===== config.mk =====
export PLATFORM = sky130hd
export DESIGN_NAME = ir_pulse_distance_command_decoder_unit
export DESIGN_NICKNAME = d
export VERILOG_FILES = /design/src/rtl/irpd_pkg.sv /design/src/rtl/irpd_slicer.sv /design/src/rtl/ir_pulse_distance_command_decoder_unit.sv
export SDC_FILE = /design/constraint.sdc
export NUM_CORES = 1
export LEC_CHECK = 0
export BUFFER_PORTS_ARGS = -buffer_cell sky130_fd_sc_hd__buf_2
export CELL_PAD_IN_SITES_DETAIL_PLACEMENT = 1
export CELL_PAD_IN_SITES_GLOBAL_PLACEMENT = 1
export CORE_ASPECT_RATIO = 1.5
export CORE_MARGIN = 1
export CORE_UTILIZATION = 49
export DETAILED_ROUTE_END_ITERATION = 16
export PLACE_DENSITY_LB_ADDON = 0.12
export RECOVER_POWER = 100
export SLEW_MARGIN = 15
export SYNTH_ARGS = -nofsm -noshare
export SYNTH_HDL_FRONTEND = slang
export SYNTH_SLANG_ARGS = --single-unit

===== constraint.sdc =====
create_clock -name clk -period 10.5 [get_ports clk]
set_input_delay 2.625 -clock clk [delete_from_list [all_inputs] [get_ports clk]]
set_output_delay 2.625 -clock clk [all_outputs]
set_load 0.02 [all_outputs]

===== src/rtl/irpd_pkg.sv =====
// ---------------------------------------------------------------------------
// irpd_pkg
// Types, register map and reset values shared by the IR pulse-distance
// command decoder and its symbol slicer.
// ---------------------------------------------------------------------------
package irpd_pkg;

	localparam int DUR_W   = 15;
	localparam int SUM_W   = DUR_W + 1;
	localparam int BAND_W  = 16;
	localparam int WIN_W   = 7;
	localparam int CMD_W   = 8;
	localparam int ADDR_W  = 5;
	localparam int DATA_W  = 32;

	localparam logic [BAND_W-1:0] ZERO_LOW_RST  = 16'd1050;
	localparam logic [BAND_W-1:0] ZERO_HIGH_RST = 16'd1250;
	localparam logic [BAND_W-1:0] ONE_LOW_RST   = 16'd2100;
	localparam logic [BAND_W-1:0] ONE_HIGH_RST  = 16'd2400;
	localparam logic [WIN_W-1:0]  WIN_FIRST_RST = 7'd17;
	localparam logic [WIN_W-1:0]  WIN_STOP_RST  = 7'd25;

	// word index of each register (byte address 4*index)
	typedef enum logic [2:0] {
		REG_ZERO_LOW   = 3'd0,
		REG_ZERO_HIGH  = 3'd1,
		REG_ONE_LOW    = 3'd2,
		REG_ONE_HIGH   = 3'd3,
		REG_WIN_FIRST  = 3'd4,
		REG_WIN_STOP   = 3'd5,
		REG_SIRC_SHIFT = 3'd6
	} reg_idx_t;

	typedef struct packed {
		logic [BAND_W-1:0] zero_low;
		logic [BAND_W-1:0] zero_high;
		logic [BAND_W-1:0] one_low;
		logic [BAND_W-1:0] one_high;
	} band_cfg_t;

	// outcome of one symbol: shift a bit in or leave the register alone
	typedef struct packed {
		logic shift_en;
		logic bit_val;
	} sym_class_t;

endpackage


===== src/rtl/irpd_slicer.sv =====
// ---------------------------------------------------------------------------
// irpd_slicer
// Adds the two level durations of a symbol and classifies the period
// against the zero and one bands.
// ---------------------------------------------------------------------------
module irpd_slicer
	import irpd_pkg::*;
(
	input  logic [DUR_W-1:0] first_duration,
	input  logic [DUR_W-1:0] second_duration,
	input  logic             in_window,
	input  band_cfg_t        bands,
	output sym_class_t       cls
);

	logic [SUM_W-1:0] period;
	logic             is_zero;
	logic             is_one;

	// two 15-bit durations always fit in 16 bits
	assign period  = {1'b0, first_duration} + {1'b0, second_duration};
	assign is_zero = (period > bands.zero_low) && (period < bands.zero_high);
	assign is_one  = (period > bands.one_low) && (period < bands.one_high);

	// zero band wins where the bands overlap
	always_comb begin
		cls.shift_en = in_window && (is_zero || is_one);
		cls.bit_val  = !is_zero;
	end

endmodule


===== src/rtl/ir_pulse_distance_command_decoder_unit.sv =====
// ---------------------------------------------------------------------------
// ir_pulse_distance_command_decoder_unit
// Pulse-distance IR command decoder: gathers one byte per frame from the
// symbol periods inside a configurable index window.
// ---------------------------------------------------------------------------
// Takes one symbol per clock. A symbol is held in the input
// register, where its period is classified and the shift register and
// symbol counter update; on the last symbol of a frame the byte lands in
// the output register as that symbol leaves the input register. While that byte waits
// for out_ready, a following frame-end symbol holds in the input register;
// other symbols keep flowing at one per cycle. Configure through the APB
// port only while no symbol is in flight.
module ir_pulse_distance_command_decoder_unit
	import irpd_pkg::*;
#(
	parameter int MAX_SYMBOLS = 64
) (
	input  logic              clk,
	input  logic              arst_n,
	input  logic              psel,
	input  logic              penable,
	input  logic              pwrite,
	input  logic [ADDR_W-1:0] paddr,
	input  logic [DATA_W-1:0] pwdata,
	output logic [DATA_W-1:0] prdata,
	output logic              pready,
	input  logic              in_valid,
	output logic              in_ready,
	input  logic [DUR_W-1:0]  first_duration,
	input  logic [DUR_W-1:0]  second_duration,
	input  logic              frame_end,
	output logic              out_valid,
	input  logic              out_ready,
	output logic [CMD_W-1:0]  command_byte
);

	localparam int IDX_W = $clog2(MAX_SYMBOLS + 1);
	localparam int CMP_W = (IDX_W > WIN_W) ? IDX_W : WIN_W;

	band_cfg_t        bands_q;
	logic [WIN_W-1:0] win_first_q;
	logic [WIN_W-1:0] win_stop_q;
	logic             sirc_q;

	logic             valid_s1;
	logic [DUR_W-1:0] first_s1;
	logic [DUR_W-1:0] second_s1;
	logic             last_s1;

	logic [IDX_W-1:0] idx_q;
	logic [CMD_W-1:0] gather_q;
	logic             out_valid_q;
	logic [CMD_W-1:0] cmd_q;

	logic             cfg_wr;
	reg_idx_t         reg_sel;
	logic             s1_adv;
	logic             below_max;
	logic [CMP_W-1:0] idx_ext;
	logic             in_window;
	sym_class_t       cls;
	logic [CMD_W-1:0] gather_next;
	logic [IDX_W-1:0] idx_next;

	// configuration port
	assign pready  = 1'b1;
	assign cfg_wr  = psel && penable && pwrite && pready;
	assign reg_sel = reg_idx_t'(paddr[ADDR_W-1:2]);

	always_ff @(posedge clk or negedge arst_n) begin
		if (!arst_n) begin
			bands_q.zero_low  <= ZERO_LOW_RST;
			bands_q.zero_high <= ZERO_HIGH_RST;
			bands_q.one_low   <= ONE_LOW_RST;
			bands_q.one_high  <= ONE_HIGH_RST;
			win_first_q       <= WIN_FIRST_RST;
			win_stop_q        <= WIN_STOP_RST;
			sirc_q            <= 1'b0;
		end else if (cfg_wr) begin
			case (reg_sel)
				REG_ZERO_LOW:   bands_q.zero_low  <= pwdata[BAND_W-1:0];
				REG_ZERO_HIGH:  bands_q.zero_high <= pwdata[BAND_W-1:0];
				REG_ONE_LOW:    bands_q.one_low   <= pwdata[BAND_W-1:0];
				REG_ONE_HIGH:   bands_q.one_high  <= pwdata[BAND_W-1:0];
				REG_WIN_FIRST:  win_first_q       <= pwdata[WIN_W-1:0];
				REG_WIN_STOP:   win_stop_q        <= pwdata[WIN_W-1:0];
				REG_SIRC_SHIFT: sirc_q            <= pwdata[0];
				default: ;
			endcase
		end
	end

	always_comb begin
		case (reg_sel)
			REG_ZERO_LOW:   prdata = DATA_W'(bands_q.zero_low);
			REG_ZERO_HIGH:  prdata = DATA_W'(bands_q.zero_high);
			REG_ONE_LOW:    prdata = DATA_W'(bands_q.one_low);
			REG_ONE_HIGH:   prdata = DATA_W'(bands_q.one_high);
			REG_WIN_FIRST:  prdata = DATA_W'(win_first_q);
			REG_WIN_STOP:   prdata = DATA_W'(win_stop_q);
			REG_SIRC_SHIFT: prdata = DATA_W'(sirc_q);
			default:        prdata = '0;
		endcase
	end

	// input register; a frame-end symbol waits while the output is full
	assign s1_adv   = valid_s1 && (!last_s1 || !out_valid_q || out_ready);
	assign in_ready = !valid_s1 || s1_adv;

	always_ff @(posedge clk or negedge arst_n) begin
		if (!arst_n) begin
			valid_s1 <= 1'b0;
		end else if (in_ready) begin
			valid_s1 <= in_valid;
		end
	end

	always_ff @(posedge clk) begin
		if (in_valid && in_ready) begin
			first_s1  <= first_duration;
			second_s1 <= second_duration;
			last_s1   <= frame_end;
		end
	end

	// window test; the saturated index is never decoded
	assign below_max = idx_q < IDX_W'(MAX_SYMBOLS);
	assign idx_ext   = CMP_W'(idx_q);
	assign in_window = below_max && (idx_ext >= CMP_W'(win_first_q))
	                   && (idx_ext < CMP_W'(win_stop_q));

	irpd_slicer u_slicer (
		.first_duration  (first_s1),
		.second_duration (second_s1),
		.in_window       (in_window),
		.bands           (bands_q),
		.cls             (cls)
	);

	assign gather_next = cls.shift_en ? {cls.bit_val, gather_q[CMD_W-1:1]} : gather_q;
	assign idx_next    = below_max ? idx_q + IDX_W'(1) : idx_q;

	always_ff @(posedge clk or negedge arst_n) begin
		if (!arst_n) begin
			idx_q       <= '0;
			gather_q    <= '0;
			out_valid_q <= 1'b0;
		end else begin
			if (s1_adv) begin
				if (last_s1) begin
					idx_q    <= '0;
					gather_q <= '0;
				end else begin
					idx_q    <= idx_next;
					gather_q <= gather_next;
				end
			end
			if (s1_adv && last_s1) begin
				out_valid_q <= 1'b1;
			end else if (out_ready) begin
				out_valid_q <= 1'b0;
			end
		end
	end

	// SIRC mode drops one more bit at frame end
	always_ff @(posedge clk) begin
		if (s1_adv && last_s1) begin
			cmd_q <= sirc_q ? {1'b0, gather_next[CMD_W-1:1]} : gather_next;
		end
	end

	assign out_valid    = out_valid_q;
	assign command_byte = cmd_q;

`ifndef SYNTHESIS
	a_idx_saturates: assert property (@(posedge clk) disable iff (!arst_n)
		idx_q <= IDX_W'(MAX_SYMBOLS))
		else $error("symbol index ran past its saturation value");

	a_frame_clears: assert property (@(posedge clk) disable iff (!arst_n)
		(s1_adv && last_s1) |=> (idx_q == '0) && (gather_q == '0))
		else $error("state not cleared after frame end");

	a_frame_gives_result: assert property (@(posedge clk) disable iff (!arst_n)
		(s1_adv && last_s1) |=> out_valid_q)
		else $error("frame end transfer produced no result");

	a_stall_only_when_full: assert property (@(posedge clk) disable iff (!arst_n)
		!in_ready |-> (valid_s1 && last_s1 && out_valid_q && !out_ready))
		else $error("input stalled without a waiting result");

	a_idx_advances: assert property (@(posedge clk) disable iff (!arst_n)
		(s1_adv && !last_s1 && below_max) |=> (idx_q == $past(idx_q) + IDX_W'(1)))
		else $error("symbol index did not advance");
`endif

endmodule


; ---- Yosys cells after proc, flatten, opt, wreduce, memory -nomap -nowiden
; Cells that the tools add are included.
[totals]
regBits = 135
output_inout_bits = 43
word_cells = 68
[classes]
add_sub_neg = 2
magnitude_cmp = 7
eq_ne = 6
n_mux = 8
n_reduce_logical = 29
[ops]
columns = cell, count
row1 = 16-bit one-hot mux with 7 select lines, 1
row2 = 16-bit greater-than comparator, 2
row3 = 16-bit less-than comparator, 2
row4 = 7-bit two-way mux, 3
row5 = 15-bit by 15-bit adder with 16-bit output, 1
row6 = 8-bit two-way mux, 2
row7 = 2-bit AND reduction, 8
row8 = 1-bit logical AND, 10
row9 = "3-bit == test, second input constant", 3
row10 = "7-bit by 1-bit adder with 7-bit output, second input constant", 1
row11 = 7-bit greater-or-equal comparator, 1
row12 = 7-bit less-than comparator, 1
row13 = "7-bit less-than comparator, second input constant", 1
row14 = "3-bit by 2-bit == test with 1-bit output, second input constant", 2
row15 = 1-bit zero test, 4
row16 = 1-bit logical OR, 4
row17 = 2-bit nonzero test, 2
row18 = "3-bit by 1-bit == test with 1-bit output, second input constant", 1
row19 = 3-bit zero test, 1
row20 = 1-bit two-way mux, 2

; ---- Longest topological paths before layout
[depth]
word_depth = 7
ltp_mapped = 20

; ---- Modules after synthesis
; Synthesis repeated with hierarchy kept, for this count alone.
[unflattened]
hier_cells = 760
hier_area_um2 = 8451.9
[modules_own_cells]
columns = module, instances, cells_each, area_per_inst_um2, seq_area_each_um2
row1 = ir_pulse_distance_command_decoder_unit, 1, 443, 6172.2, 3601.0
row2 = irpd_slicer, 1, 317, 2279.7, 0.0

; ---- Worst setup path before layout
; Ideal clock, no wire load.
[synth_path]
path_type = input to output
start = input paddr[2]
end = output prdata[5]
arrival_ns = 4.109
path_slack_ns = 3.766
cell_stages = 7
n_path_buf = 3
path_cell_list = buf_2 buf_1 buf_1 nand2_1 o21ai_0 a22oi_1 o22ai_1
[synth_between]
elab_chain_len = 2
word_cells_on_any_way = 8
classes_between = 6 x eq/ne / 1 x mux / 1 x reduce/logical
[synth_rtl]
columns = element, line_no
row1 = from (decl), ir_pulse_distance_command_decoder_unit.sv:23  ; input logic [ADDR_W-1:0] paddr,
row2 = 3-bit == test (tied with other cells), ir_pulse_distance_command_decoder_unit.sv:94  ; case (reg_sel)
row3 = 16-bit one-hot mux with 7 select lines (*), ir_pulse_distance_command_decoder_unit.sv:94
row4 = to (decl), ir_pulse_distance_command_decoder_unit.sv:25  ; output logic [DATA_W-1:0] prdata,
; Every way passes the cells marked *; elsewhere a longest branch is shown, timed or not.

; ---- Worst setup path after layout
[layout_path]
start = input paddr[3]
end = output prdata[13]
; The elaborated chain is that of the path after synthesis.

==> out/results.ini <==
[place]
port_buffers=82
place_congestion=0.810
dp_hpwl_um=17000

[floorplanning]
start_util=0.502
fp.dieArea_um2=17800
die_w_um=109
fp.coreArea_um2=16800
rows=58
io_pins=118
die-height_um=163

[layout]
diodes=0
area_delta_synth_final_pct=13.1
drive_gt1_frac=0.173
layout.nets=1069

[timing]
setup_violations=0
period_minus_slack_ns=7.52
clock.fmax_mhz=133
worst_pin_slew_ns=2.91
drv_slew=160
finalCritPeriodShare=0.716
hold_viol_final=0
fin_tns_setup_ns=0
rsz0062_at_grt=false
fin_skew_ns=0.00679
slew_headroom=-0.940

[synth]
ys_seq_elements=135
yosys.cell_types.count=61
seq_area_frac_synth=0.426
synth_largest_area_cell=dfrtp_1
syn_area_per_cell_um2=10.2
syn_inst=827
ys_async_sr_fraction=0.711
yosys_warnings=0
synth_ff_type=dfrtp_1
syn_area_um2=8450
synthTopCellsByArea=dfrtp_1, edfxtp_1, ha_1
synth_edf_count=39
synth_top_area_frac=0.219

[drt]
drt-initial-drc-count=255
antenna_left=0
vias_per_cell=5.85
num_vias=6586
drt_wl_total_um=22900
dr.pass1.iters=5
drc=0
avgRoutedWirePerCell_um=20.4

[power_and_ir_drop]
vdd_drop_max_v=0.000114
power.net_switching_w=0.000624
p_int_w=0.00128
power_density_nw_per_um2=199
p_comb_frac=0.282
leakagePower_nw=4.42
switching_share=0.328
seq_power_share=0.368
power_w=0.00190
p_clk_frac=0.350

[clocking]
cts.reportedPaths.clkPinSlew_ns=0.06
clk_latency_ns=0.43
cts_buffers=17
htree_num_levels=4
hold_buffers=0
clock-sinks=135
cts_buffer_depth=2
cts_tree=done
cts_root_buffer=clkbuf_16
cts_repair_resize_count=0
cts_setup_buffers=0

[setup_path]
crit_type=input port to primary output
cp_max_fo=28
startpoint_type=input port
reg2reg_depth=16
cp.arrival_ns=4.89
cp-end-kind=primary output
required_ns=7.88

[global_route]
grt_first_pass_wirelength_um=36900
grt_usage=0.277
grt_pass1_vias=7215
grt-ovfl-total=0
antenna_found_initial=0
grt_start_max_net_pins=52

[min_path]
holdCritPathClass=flop to flop
worstHoldPathCells=1

[job]
maxCapViolCount=4

[status]
status=finished, violations left
violations=capacitance limit, slew limit

## sequential cells by signal (all words and copies together) (netlist names)
register	count
valid_s1	1
idx_ext	7
gather_q	8
win_stop_q	7
win_first_q	7
last_s1	1
second_s1	15
first_s1	15
bands_q	64
sirc_q	1
command_byte	8
out_valid	1
## cells in the final DEF (no fill, tap or decap), types with 23 or more instances in the layout
cell      instances
ha_1             91
inv_1            88
nand2_1          78
dfrtp_1          74
o21ai_0          69
buf_2            53
edfxtp_1         39
mux2_2           37
clkbuf_1         35
a21oi_1          32
nor2_1           31
nor2b_1          23
## metal layers
| metal | part of all wire | wire, um | vias to the layer above | GRT usage |
|---|---|---|---|---|
| met5 | 0 | 0 | - | 0 |
| met4 | 0.048 | 1110 | 0 | 0.156 |
| met3 | 0.032 | 737 | 50 | 0.0476 |
| met2 | 0.55 | 12700 | 137 | 0.507 |
| met1 | 0.37 | 8440 | 3303 | 0.295 |
| li1 | - | - | 3096 | - |
## critical path, stage by stage
cell,delay (ns)
clkbuf_1,1.23
mux4_2,0.66
nor2b_1,0.17
clkbuf_1,0.21
## cells in the mapped netlist, types with 7 or more instances
cell,count
ha_1,91
inv_1,88
nand2_1,78
dfrtp_1,74
o21ai_0,68
edfxtp_1,39
mux2_2,37
a21oi_1,32
nor2_1,30
nor2b_1,23
dfstp_2,22
clkbuf_1,20
buf_4,17
mux4_2,12
nor3_1,12
o22ai_1,12
nand3_1,11
nand4_1,11
a21o_1,9
and2_1,9
o211ai_1,9
a221o_1,8
nand2b_1,8
o21a_1,8
xnor2_1,8
a22oi_1,7
o211a_1,7
## kinds of logic after synthesis
logic type      after synthesis  share of synthesized area
simple gates                201                      0.115
compound gates              198                      0.153
flops                       135                      0.426
buf+inv                     135                     0.0697
fa+ha+maj                    92                      0.137
mux                          54                     0.0872
xor+xnor                     10                     0.0104
other cells                   2                   0.000889
## cell type report
class                           count  area [um2]
Fill cell                        1898        7280
Multi-Input combinational cell    572        4310
Clock buffer                       17         425
Inverter                           88         330
Tap cell                          210         263
Clock inverter                     15         224
Timing Repair Buffer               88         397
Sequential cell                   135        3600
## final timing paths
check,startpoint,slack (ns),endpoint
setup / recovery,paddr[3],2.98,prdata[13]
hold / removal,bands_q[46],0.53,bands_q[46]
min in group asynchronous,arst_n,2.98,win_stop_q[6]
setup reg to reg,first_s1[1],5.03,gather_q[0]
hold reg to reg,bands_q[46],0.53,bands_q[46]
max in group asynchronous,arst_n,3.80,bands_q[60]
## per-stage QoR
step | cell area (um2) | hold slack (ns) | worst slack, ns | std cells | utilization
after CTS | 9630 | 0.527 | 3.42 | 1125 | 0.572
final | 9550 | 0.525 | 2.98 | 1125 | 0.567
after global placement | 8980 | 0.509 | 3.47 | 1093 | 0.533
after global routing | 9550 | 0.534 | 2.75 | 1125 | 0.567
after floorplan | 8510 | 0.487 | 3.77 | 842 | -
after detailed placement | 8980 | 0.513 | 3.42 | 1093 | 0.533
## power groups by stage
stage	clock [W]	sequential (W)	combinational (W)
6_report	0.000665	0.000699	0.000537
4_1_cts	0.000670	0.000699	0.000543
2_1_floorplan	0	0.000685	0.000369
3_5_place_dp	0	0.000708	0.000527
3_3_place_gp	0	0.000700	0.000487
5_1_grt	0.000692	0.000712	0.000600
(Power assumes the default switching activity.)
